===== src/rtl/mdpf_pkg.sv =====
`default_nettype none

package mdpf_pkg;

   localparam int MAX_PAIRS     = 16;
   localparam int POSITION_BITS = 16;
   localparam int COUNT_BITS    = $clog2(MAX_PAIRS + 1);
   localparam int INDEX_BITS    = (MAX_PAIRS > 1) ? $clog2(MAX_PAIRS) : 1;
   localparam int MODE_BITS     = 3;

   localparam logic [MODE_BITS-1:0] MODE_OTHER    = 3'd0;
   localparam logic [MODE_BITS-1:0] MODE_RELATION = 3'd1;
   localparam logic [MODE_BITS-1:0] MODE_BINARY   = 3'd2;
   localparam logic [MODE_BITS-1:0] MODE_LEFT     = 3'd3;
   localparam logic [MODE_BITS-1:0] MODE_MIDDLE   = 3'd4;
   localparam logic [MODE_BITS-1:0] MODE_RIGHT    = 3'd5;
   localparam logic [MODE_BITS-1:0] MODE_BEGIN    = 3'd6;

   typedef logic [POSITION_BITS-1:0] position_type;
   typedef logic [COUNT_BITS-1:0]    count_type;

   typedef enum logic [1:0] {
      ST_IDLE  = 2'b01,
      ST_DRAIN = 2'b10
   } state_type;

endpackage

`default_nettype wire


===== src/rtl/math_delimiter_pair_finder.sv =====
`default_nettype none

// Channel   Direction  Handshake           Payload
// req       in         req_valid/req_stall req_position, req_mode
// rsp       out        rsp_valid/rsp_stall rsp_open_position, rsp_close_position,
//                                          rsp_is_fallback, rsp_last_of_segment
//
// Non-separator tokens do not stall the input. A separator that emits pairs holds
// off input while the pair memory drains, one pair per cycle when the output does
// not stall. A fallback result holds input until it moves to the output register.
// Reset clears all control state; the pair memory needs no clearing.
// A stalled rsp beat holds the output register and backs up the drain.

module math_delimiter_pair_finder (
   input  wire                          clock,
   input  wire                          reset,
   input  wire                          req_valid,
   output logic                         req_stall,
   input  wire  [mdpf_pkg::POSITION_BITS-1:0] req_position,
   input  wire  [mdpf_pkg::MODE_BITS-1:0]     req_mode,
   output logic                         rsp_valid,
   input  wire                          rsp_stall,
   output logic [mdpf_pkg::POSITION_BITS-1:0] rsp_open_position,
   output logic [mdpf_pkg::POSITION_BITS-1:0] rsp_close_position,
   output logic                         rsp_is_fallback,
   output logic                         rsp_last_of_segment
);

   localparam mdpf_pkg::position_type POS_MAX = {mdpf_pkg::POSITION_BITS{1'b1}};
   localparam mdpf_pkg::count_type    PAIR_LIMIT =
      mdpf_pkg::COUNT_BITS'(mdpf_pkg::MAX_PAIRS);

   mdpf_pkg::state_type    state_ff, state_in;
   mdpf_pkg::position_type segment_start_ff, segment_start_in;
   logic                   opening_seen_ff, opening_seen_in;
   mdpf_pkg::position_type opening_position_ff, opening_position_in;
   logic                   segment_failed_ff, segment_failed_in;
   logic                   small_seen_ff, small_seen_in;
   mdpf_pkg::count_type    pair_count_ff, pair_count_in;
   mdpf_pkg::count_type    read_index_ff, read_index_in;
   logic                   q_valid_ff, q_valid_in;
   logic                   rsp_valid_ff, rsp_valid_in;

   logic [2*mdpf_pkg::POSITION_BITS-1:0] pair_mem [mdpf_pkg::MAX_PAIRS];

   mdpf_pkg::position_type q_open_ff, q_close_ff;
   logic                   q_fallback_ff, q_last_ff;
   mdpf_pkg::position_type out_open_ff, out_close_ff;
   logic                   out_fallback_ff, out_last_ff;

   logic                   accept;
   logic                   move;
   logic                   rd_en;
   logic                   wr_en;
   logic                   fb_load;
   mdpf_pkg::position_type fb_open, fb_close;

   assign req_stall = (state_ff != mdpf_pkg::ST_IDLE) || q_valid_ff;
   assign accept    = req_valid && !req_stall;
   assign move      = q_valid_ff && (!rsp_valid_ff || !rsp_stall);

   assign fb_open  = (segment_start_ff == POS_MAX) ? POS_MAX
                                                   : segment_start_ff + 1'b1;
   assign fb_close = (req_position == '0) ? '0 : req_position - 1'b1;

   always_comb begin
      state_in            = state_ff;
      segment_start_in    = segment_start_ff;
      opening_seen_in     = opening_seen_ff;
      opening_position_in = opening_position_ff;
      segment_failed_in   = segment_failed_ff;
      small_seen_in       = small_seen_ff;
      pair_count_in       = pair_count_ff;
      read_index_in       = read_index_ff;
      rd_en               = 1'b0;
      wr_en               = 1'b0;
      fb_load             = 1'b0;

      unique case (state_ff)
         mdpf_pkg::ST_IDLE: begin
            if (accept) begin
               case (req_mode) inside
                  mdpf_pkg::MODE_RELATION, mdpf_pkg::MODE_BINARY: begin
                     pair_count_in = '0;
                     if (small_seen_ff) begin
                        if (segment_failed_ff || opening_seen_ff || pair_count_ff == '0) begin
                           fb_load = 1'b1;
                        end else begin
                           state_in      = mdpf_pkg::ST_DRAIN;
                           read_index_in = '0;
                           pair_count_in = pair_count_ff;
                        end
                     end
                     segment_start_in    = req_position;
                     opening_seen_in     = 1'b0;
                     opening_position_in = '0;
                     segment_failed_in   = 1'b0;
                     small_seen_in       = 1'b0;
                  end
                  mdpf_pkg::MODE_LEFT: begin
                     small_seen_in = 1'b1;
                     if (!segment_failed_ff) begin
                        if (opening_seen_ff) begin
                           segment_failed_in = 1'b1;
                        end else begin
                           opening_seen_in     = 1'b1;
                           opening_position_in = req_position;
                        end
                     end
                  end
                  mdpf_pkg::MODE_MIDDLE: begin
                     small_seen_in = 1'b1;
                     if (!segment_failed_ff && !opening_seen_ff) begin
                        segment_failed_in = 1'b1;
                     end
                  end
                  mdpf_pkg::MODE_RIGHT: begin
                     small_seen_in = 1'b1;
                     if (!segment_failed_ff) begin
                        if (!opening_seen_ff || pair_count_ff >= PAIR_LIMIT) begin
                           segment_failed_in = 1'b1;
                        end else begin
                           wr_en           = 1'b1;
                           pair_count_in   = pair_count_ff + 1'b1;
                           opening_seen_in = 1'b0;
                        end
                     end
                  end
                  mdpf_pkg::MODE_BEGIN: begin
                     segment_start_in    = req_position;
                     opening_seen_in     = 1'b0;
                     opening_position_in = '0;
                     segment_failed_in   = 1'b0;
                     small_seen_in       = 1'b0;
                     pair_count_in       = '0;
                  end
                  default: begin
                  end
               endcase
            end
         end
         mdpf_pkg::ST_DRAIN: begin
            if (read_index_ff != pair_count_ff) begin
               if (!q_valid_ff || move) begin
                  rd_en         = 1'b1;
                  read_index_in = read_index_ff + 1'b1;
               end
            end else if (!q_valid_ff || move) begin
               state_in      = mdpf_pkg::ST_IDLE;
               pair_count_in = '0;
            end
         end
         default: begin
            state_in = mdpf_pkg::ST_IDLE;
         end
      endcase

      q_valid_in = (rd_en || fb_load) ? 1'b1 : (move ? 1'b0 : q_valid_ff);
      rsp_valid_in = move ? 1'b1 : (rsp_stall ? rsp_valid_ff : 1'b0);
   end

   always_ff @(posedge clock) begin
      if (reset) begin
         state_ff            <= mdpf_pkg::ST_IDLE;
         segment_start_ff    <= '0;
         opening_seen_ff     <= 1'b0;
         opening_position_ff <= '0;
         segment_failed_ff   <= 1'b0;
         small_seen_ff       <= 1'b0;
         pair_count_ff       <= '0;
         read_index_ff       <= '0;
         q_valid_ff          <= 1'b0;
         rsp_valid_ff        <= 1'b0;
      end else begin
         state_ff            <= state_in;
         segment_start_ff    <= segment_start_in;
         opening_seen_ff     <= opening_seen_in;
         opening_position_ff <= opening_position_in;
         segment_failed_ff   <= segment_failed_in;
         small_seen_ff       <= small_seen_in;
         pair_count_ff       <= pair_count_in;
         read_index_ff       <= read_index_in;
         q_valid_ff          <= q_valid_in;
         rsp_valid_ff        <= rsp_valid_in;
      end
   end

   // The pair memory is read straight into the staging register behind the output.
   always_ff @(posedge clock) begin
      if (wr_en) begin
         pair_mem[pair_count_ff[mdpf_pkg::INDEX_BITS-1:0]] <=
            {req_position, opening_position_ff};
      end
      if (rd_en) begin
         {q_close_ff, q_open_ff} <= pair_mem[read_index_ff[mdpf_pkg::INDEX_BITS-1:0]];
         q_fallback_ff           <= 1'b0;
         q_last_ff               <= ((read_index_ff + 1'b1) == pair_count_ff);
      end else if (fb_load) begin
         q_open_ff     <= fb_open;
         q_close_ff    <= fb_close;
         q_fallback_ff <= 1'b1;
         q_last_ff     <= 1'b1;
      end
   end

   always_ff @(posedge clock) begin
      if (move) begin
         out_open_ff     <= q_open_ff;
         out_close_ff    <= q_close_ff;
         out_fallback_ff <= q_fallback_ff;
         out_last_ff     <= q_last_ff;
      end
   end

   assign rsp_valid           = rsp_valid_ff;
   assign rsp_open_position   = out_open_ff;
   assign rsp_close_position  = out_close_ff;
   assign rsp_is_fallback     = out_fallback_ff;
   assign rsp_last_of_segment = out_last_ff;

endmodule

`default_nettype wire


===== config.mk =====
export PLATFORM = sky130hd
export DESIGN_NAME = math_delimiter_pair_finder
export DESIGN_NICKNAME = d
export VERILOG_FILES = /design/src/rtl/mdpf_pkg.sv /design/src/rtl/math_delimiter_pair_finder.sv
export SDC_FILE = /design/constraint.sdc
export NUM_CORES = 1
export LEC_CHECK = 0
export BUFFER_PORTS_ARGS = -buffer_cell sky130_fd_sc_hd__buf_2
export CORE_MARGIN = 4
export CORE_UTILIZATION = 55
export CTS_BUF_LIST = sky130_fd_sc_hd__clkbuf_4 sky130_fd_sc_hd__clkbuf_8
export DETAILED_ROUTE_END_ITERATION = 6
export PLACE_DENSITY = 0.71
export REMOVE_ABC_BUFFERS = 1
export SLEW_MARGIN = 20
export SYNTH_ARGS = -nofsm -noshare
export SYNTH_HDL_FRONTEND = slang
export SYNTH_SLANG_ARGS = --single-unit

===== constraint.sdc =====
create_clock -name clock -period 7.4 [get_ports clock]
set_input_delay 0.37 -clock clock [delete_from_list [all_inputs] [get_ports clock]]
set_output_delay 0.37 -clock clock [all_outputs]
set_load 0.02 [all_outputs]

# After elaboration in Yosys (flattened, before gate mapping)
# Memories as Yosys holds them, arrays and structs flattened. A register that Yosys moved wholly into a read port is not among the register bits.
# Cells that the tools add are included.
[word_totals]
out_inout_bits = 36
wordCells = 186
in_bits = 23
n_memories = 1
ff_bits = 117
ramBits = 512
[memory_table]
columns = ["name", "depth", "word_bits", "read_ports", "rd_ports_with_merged_regs", "wr", "line", "rtl"]
rows = [
  ["pair_mem", 16, 32, 1, 1, 1, "math_delimiter_pair_finder.sv:44", "logic [2*mdpf_pkg::POSITION_BITS-1:0] pair_mem [mdpf_pkg::MAX_PAIRS];"],
]
[classes]
n_lt_le_gt_ge = 1
add_sub_neg = 4
reduce_logical = 34
n_mux = 92
n_eq_ne = 36
[ops]
columns = ["op", "n"]
rows = [
  ["$mux W16", 18],
  ["$mux W5", 18],
  ["$mux W1", 45],
  ["$reduce_and A7 Y1", 3],
  ["$ne A4 B3 Y1 const B", 5],
  ["$pmux W5 S2", 2],
  ["$ne A3 B2 Y1 const B", 6],
  ["$add A16 B1 Y16 const B", 1],
  ["$eq A16 B16 Y1 const B", 1],
  ["$logic_not A16 Y1", 1],
  ["$sub A16 B1 Y16 const B", 1],
  ["$mux W2", 6],
  ["$ne A2 B1 Y1 const B", 6],
  ["$ne A2 B2 Y1 const B", 6],
  ["$reduce_and A6 Y1", 2],
  ["$add A5 B1 Y5 const B", 2],
  ["$reduce_and A10 Y1", 1],
  ["$eq A3 B3 Y1 const B", 3],
  ["$mux W4", 2],
  ["$reduce_bool A2 Y1", 4],
  ["$logic_or A1 B1 Y1", 7],
  ["$eq A3 B2 Y1 const B", 2],
  ["$logic_not A1 Y1", 6],
  ["$eq A5 B5 Y1", 1],
  ["16 further kinds", 18],
]

# Logic depth before layout (Yosys ltp)
[depth]
depth_word = 12
depth_mapped = 10
ltp_nobuf = 7

# Worst setup path before layout
# OpenSTA, ideal clock, no wires.
[synth_timing]
kind = "register to register"
start = "reg opening_seen_ff"
end = "mem pair_mem[15][0] in the netlist's numbering (enable)"
path_stages_with_launch = 3
period_less_slack_ns = 4.528
required_time_ns = 6.899
path_buffers = 0
setup_ns = 0.501
path_slack_ns = 2.872
t_arrival_ns = 4.026
path_cell_list = "dfxtp_1 > or3b_2 > nor4_1"
[synth_between]
elab_chain_cells = 12
[synth_lines]
columns = ["item", "line", "rtl"]
rows = [
  ["start, declared", "math_delimiter_pair_finder.sv:35", "logic opening_seen_ff, opening_seen_in;"],
  ["start signal, assigned", "math_delimiter_pair_finder.sv:177", "opening_seen_ff <= opening_seen_in;"],
  ["$logic_not A1 Y1", "math_delimiter_pair_finder.sv:120", "if (!opening_seen_ff || pair_count_ff >= PAIR_LIMIT) begin"],
  ["$logic_or A1 B1 Y1", "math_delimiter_pair_finder.sv:120", ""],
  ["$mux W1", "math_delimiter_pair_finder.sv:120", ""],
  ["$mux W1", "math_delimiter_pair_finder.sv:119", "if (!segment_failed_ff) begin"],
  ["$mux W1 (4 in series)", "math_delimiter_pair_finder.sv:82", "case (req_mode) inside"],
  ["$mux W1", "math_delimiter_pair_finder.sv:81", "if (accept) begin"],
  ["$mux W1", "math_delimiter_pair_finder.sv:79", "unique case (state_ff)"],
  ["$mux W1", "math_delimiter_pair_finder.sv:190", "if (wr_en) begin"],
  ["$mux W1 (implied by the code)", "math_delimiter_pair_finder.sv:191", "pair_mem[pair_count_ff[mdpf_pkg::INDEX_BITS-1:0]] <="],
  ["end, declared", "math_delimiter_pair_finder.sv:44", ""],
]
# No other way between the ends.

==> impl_metrics.yaml <==
outcome:
  status: "completed"
cts:
  cts-resized-gates: 0
  htreeDepth: 3
  clock_path_buffers: 3
  numCtsBuffers: 99
  cts_sinks: 633
  holdBufCountCts: 0
  clock-root-buffer: "clkbuf_8"
  post_cts_buffers: 0
  cts.clk_slew.worst_paths_ns: 0.07
  clk_latency_ns: 0.65
  cts_tree: "yes"
power:
  irDropWorstVdd_mv: 0.124
  total_power_w: 0.00723
  power.density_mw_per_mm2: 259
  cellLeakagePower_nw: 9.00
setup_path:
  worstSetupStartpointType: "flip-flop"
  worstPathRequired_ns: 7.77
  cp_data_arrival_time_ns: 3.57
  cp_slowest_cell: "dfxtp_4"
  end_kind: "flip-flop"
  max_stage_delay_ns: 0.89
  worstSetupPathType: "flip-flop to flip-flop"
  cp_max_fo: 89
  crit_path_cell_trace: "buf_12, mux4_2, a22o_1, a221oi_1, o21ai_0"
yosys:
  synth-async-reset-ratio: 0
  synth.area.top_cells: "edfxtp_1 (71%), mux4_2 (11%), dfxtp_1 (4.4%), a22oi_1 (1.2%), mux2i_1 (1.1%)"
  synth_ff_type: "edfxtp_1"
  synth_seq_area_share: 0.750
  syn_area_per_cell_um2: 18.9
  synth.top_cell.area_share: 0.706
  netlist_area_mm2: 0.0246
  synth_cell_types: 67
  ys_ff_latch: 633
  synth_cells: 1300
  yosysTopAreaCell: "edfxtp_1"
  yosysWarnings: 0
  synth-edff-count: 579
die:
  start_util: 0.557
  die_area_mm2: 0.0482
  ios: 59
  chipWidth_um: 220
  row_count: 77
  die_y_um: 220
  coreArea_mm2: 0.0442
timing:
  rsz0062_at_grt: "no"
  slew_viol_final: 0
  tightest_slew_ns: 0.961
  whs_ns: 0.0431
  hold_viol: 0
  period_needed_ns: 3.20
  fin_skew_ns: 0.0302
  timing.final.crit_share: 0.433
  max_freq_ghz: 0.312
  tns_ns: 0
  finalSetupViolations: 0
  maxSlewHeadroom: 0.359
placed_design:
  gp_congestion: 0.801
  dp_hpwl_um: 28700
  portBuffers: 58
finish:
  fillers: 3031
  drive_gt1_frac: 0.277
  syn_to_final_growth_pct: 13.3
  layout.nets: 1455
  diodes: 0
routing:
  dr.first_iter.drc_count: 1528
  top_layer: "met4"
  postRouteAntennaNets: 0
  vias_per_cell: 6.26
  routed-wl-met2_um: 27400
  num_vias: 13100
  met3WireLength_um: 5410
  drc_errors: 0
  wl_um: 56800
  wire_per_inst_um: 27.1
  wl_met1_um: 22600
  dr.pass1.iters: 5
global_route:
  grt_pass1_vias: 13300
  grt.overflow.total: 0
  grt_max_degree: 90
  antenna_found_initial: 1
  grt_util_all_layers: 0.239
  grt_first_pass_wirelength_um: 83800
run:
  cap_viol_max_count: 0
worst_hold_path:
  hold_class: "input port to flip-flop"
[critical path: cells and delay by family, from the launching register on]
family / cells / cell delay, ns
compound gates: 3 / 0.60
buf+inv: 1 / 0.63
flops: 1 / 0.89
mux: 1 / 0.60
[layer usage]
layer  GRT usage  up-vias
li1            -     5570
met1       0.343     6746
met2       0.384      698
met3      0.0450      111
met4      0.0701        0
met5           0        -
[flip-flops by register name (all words and copies together) (netlist names), 5 cells and up, named ones only]
name / flops
opening_position_ff: 16
rsp_close_position: 16
q_open_ff: 16
segment_start_ff: 16
pair_mem: 512
q_close_ff: 16
pair_count_ff: 5
read_index_ff: 5
rsp_open_position: 16
[kinds of logic after synthesis]
kind of cell             share of synthesized area
AO/OA/AOI/OAI                               0.0478
XOR/XNOR                                    0.0114
adder cells (fa/ha/maj)                    0.00457
buffers and inverters                       0.0148
flip-flops                                   0.750
multiplexers                                 0.127
AND/OR/NAND/NOR                             0.0448
[synthesized netlist by cell type (all sizes together) (4+ instances only)]
cell / n
nand2: 51
a21oi: 37
and3: 4
nor3: 18
clkbuf: 37
dfxtp: 54
nor2b: 9
mux4: 125
ha: 9
nand3: 39
nand3b: 4
inv: 17
a32oi: 13
nand2b: 7
edfxtp: 579
a221oi: 11
buf: 30
a22o: 8
nor2: 55
a22oi: 39
and2: 4
xor2: 22
nand4: 8
xnor2: 10
mux2i: 27
o21ai: 24
o31ai: 4
[worst paths after layout]
check / endpoint / slack [ns] / startpoint / depth (start not counted)
worst max-delay path: q_close_ff[4] / 4.20 / flip-flop / 5
worst min-delay path: rsp_valid / 0.04 / rsp_stall / 3
worst max register to register: q_close_ff[4] / 4.20 / flip-flop / 5
worst min register to register: rsp_close_position[12] / 0.42 / q_close_ff[12] / 0
[report_power, final]
group,internal [W],switching [W]
sequential,0.00390,0.0000199
combinational,0.0000553,0.000131
clock,0.00181,0.00131
total,0.00576,0.00146
[final cells by class]
type | instances | area (µm²) | share of cell area
multi-input cells | 583 | 5940 | 0.213
well taps | 592 | 741 | 0.0265
repair buffers | 89 | 536 | 0.0192
clock buffers | 140 | 1760 | 0.0630
inverters | 17 | 63.8 | 0.00229
clock inverters | 42 | 390 | 0.0140
flip-flops and latches | 633 | 18500 | 0.662
[metrics by stage]
| step | cell area, µm² | setup slack, ns | util | instances |
|---|---|---|---|---|
| global route | 27900 | 3.89 | 0.631 | 2096 |
| global placement | 25800 | 4.19 | 0.582 | 1914 |
| detailed placement | 25800 | 4.14 | 0.582 | 1914 |
| finish | 27900 | 4.20 | 0.631 | 2096 |
| floorplan | 24300 | 0.433 | - | 1233 |
| CTS | 27900 | 4.13 | 0.631 | 2096 |
[cells in the final DEF (no fill, tap or decap), types with 12 or more instances in the layout]
master      n
inv_1      17
clkbuf_8  113
a21oi_1    37
dfxtp_1    52
mux4_2    125
nand2_1    50
nor2_1     43
clkinv_1   20
nand3_1    39
o21ai_0    23
clkbuf_4   27
a22oi_1    39
buf_2      58
nor3_1     12
edfxtp_1  579
xor2_1     22
clkinv_2   12
mux2i_1    27
buf_4      30
a32oi_1    13
(Power assumes the default switching activity.)
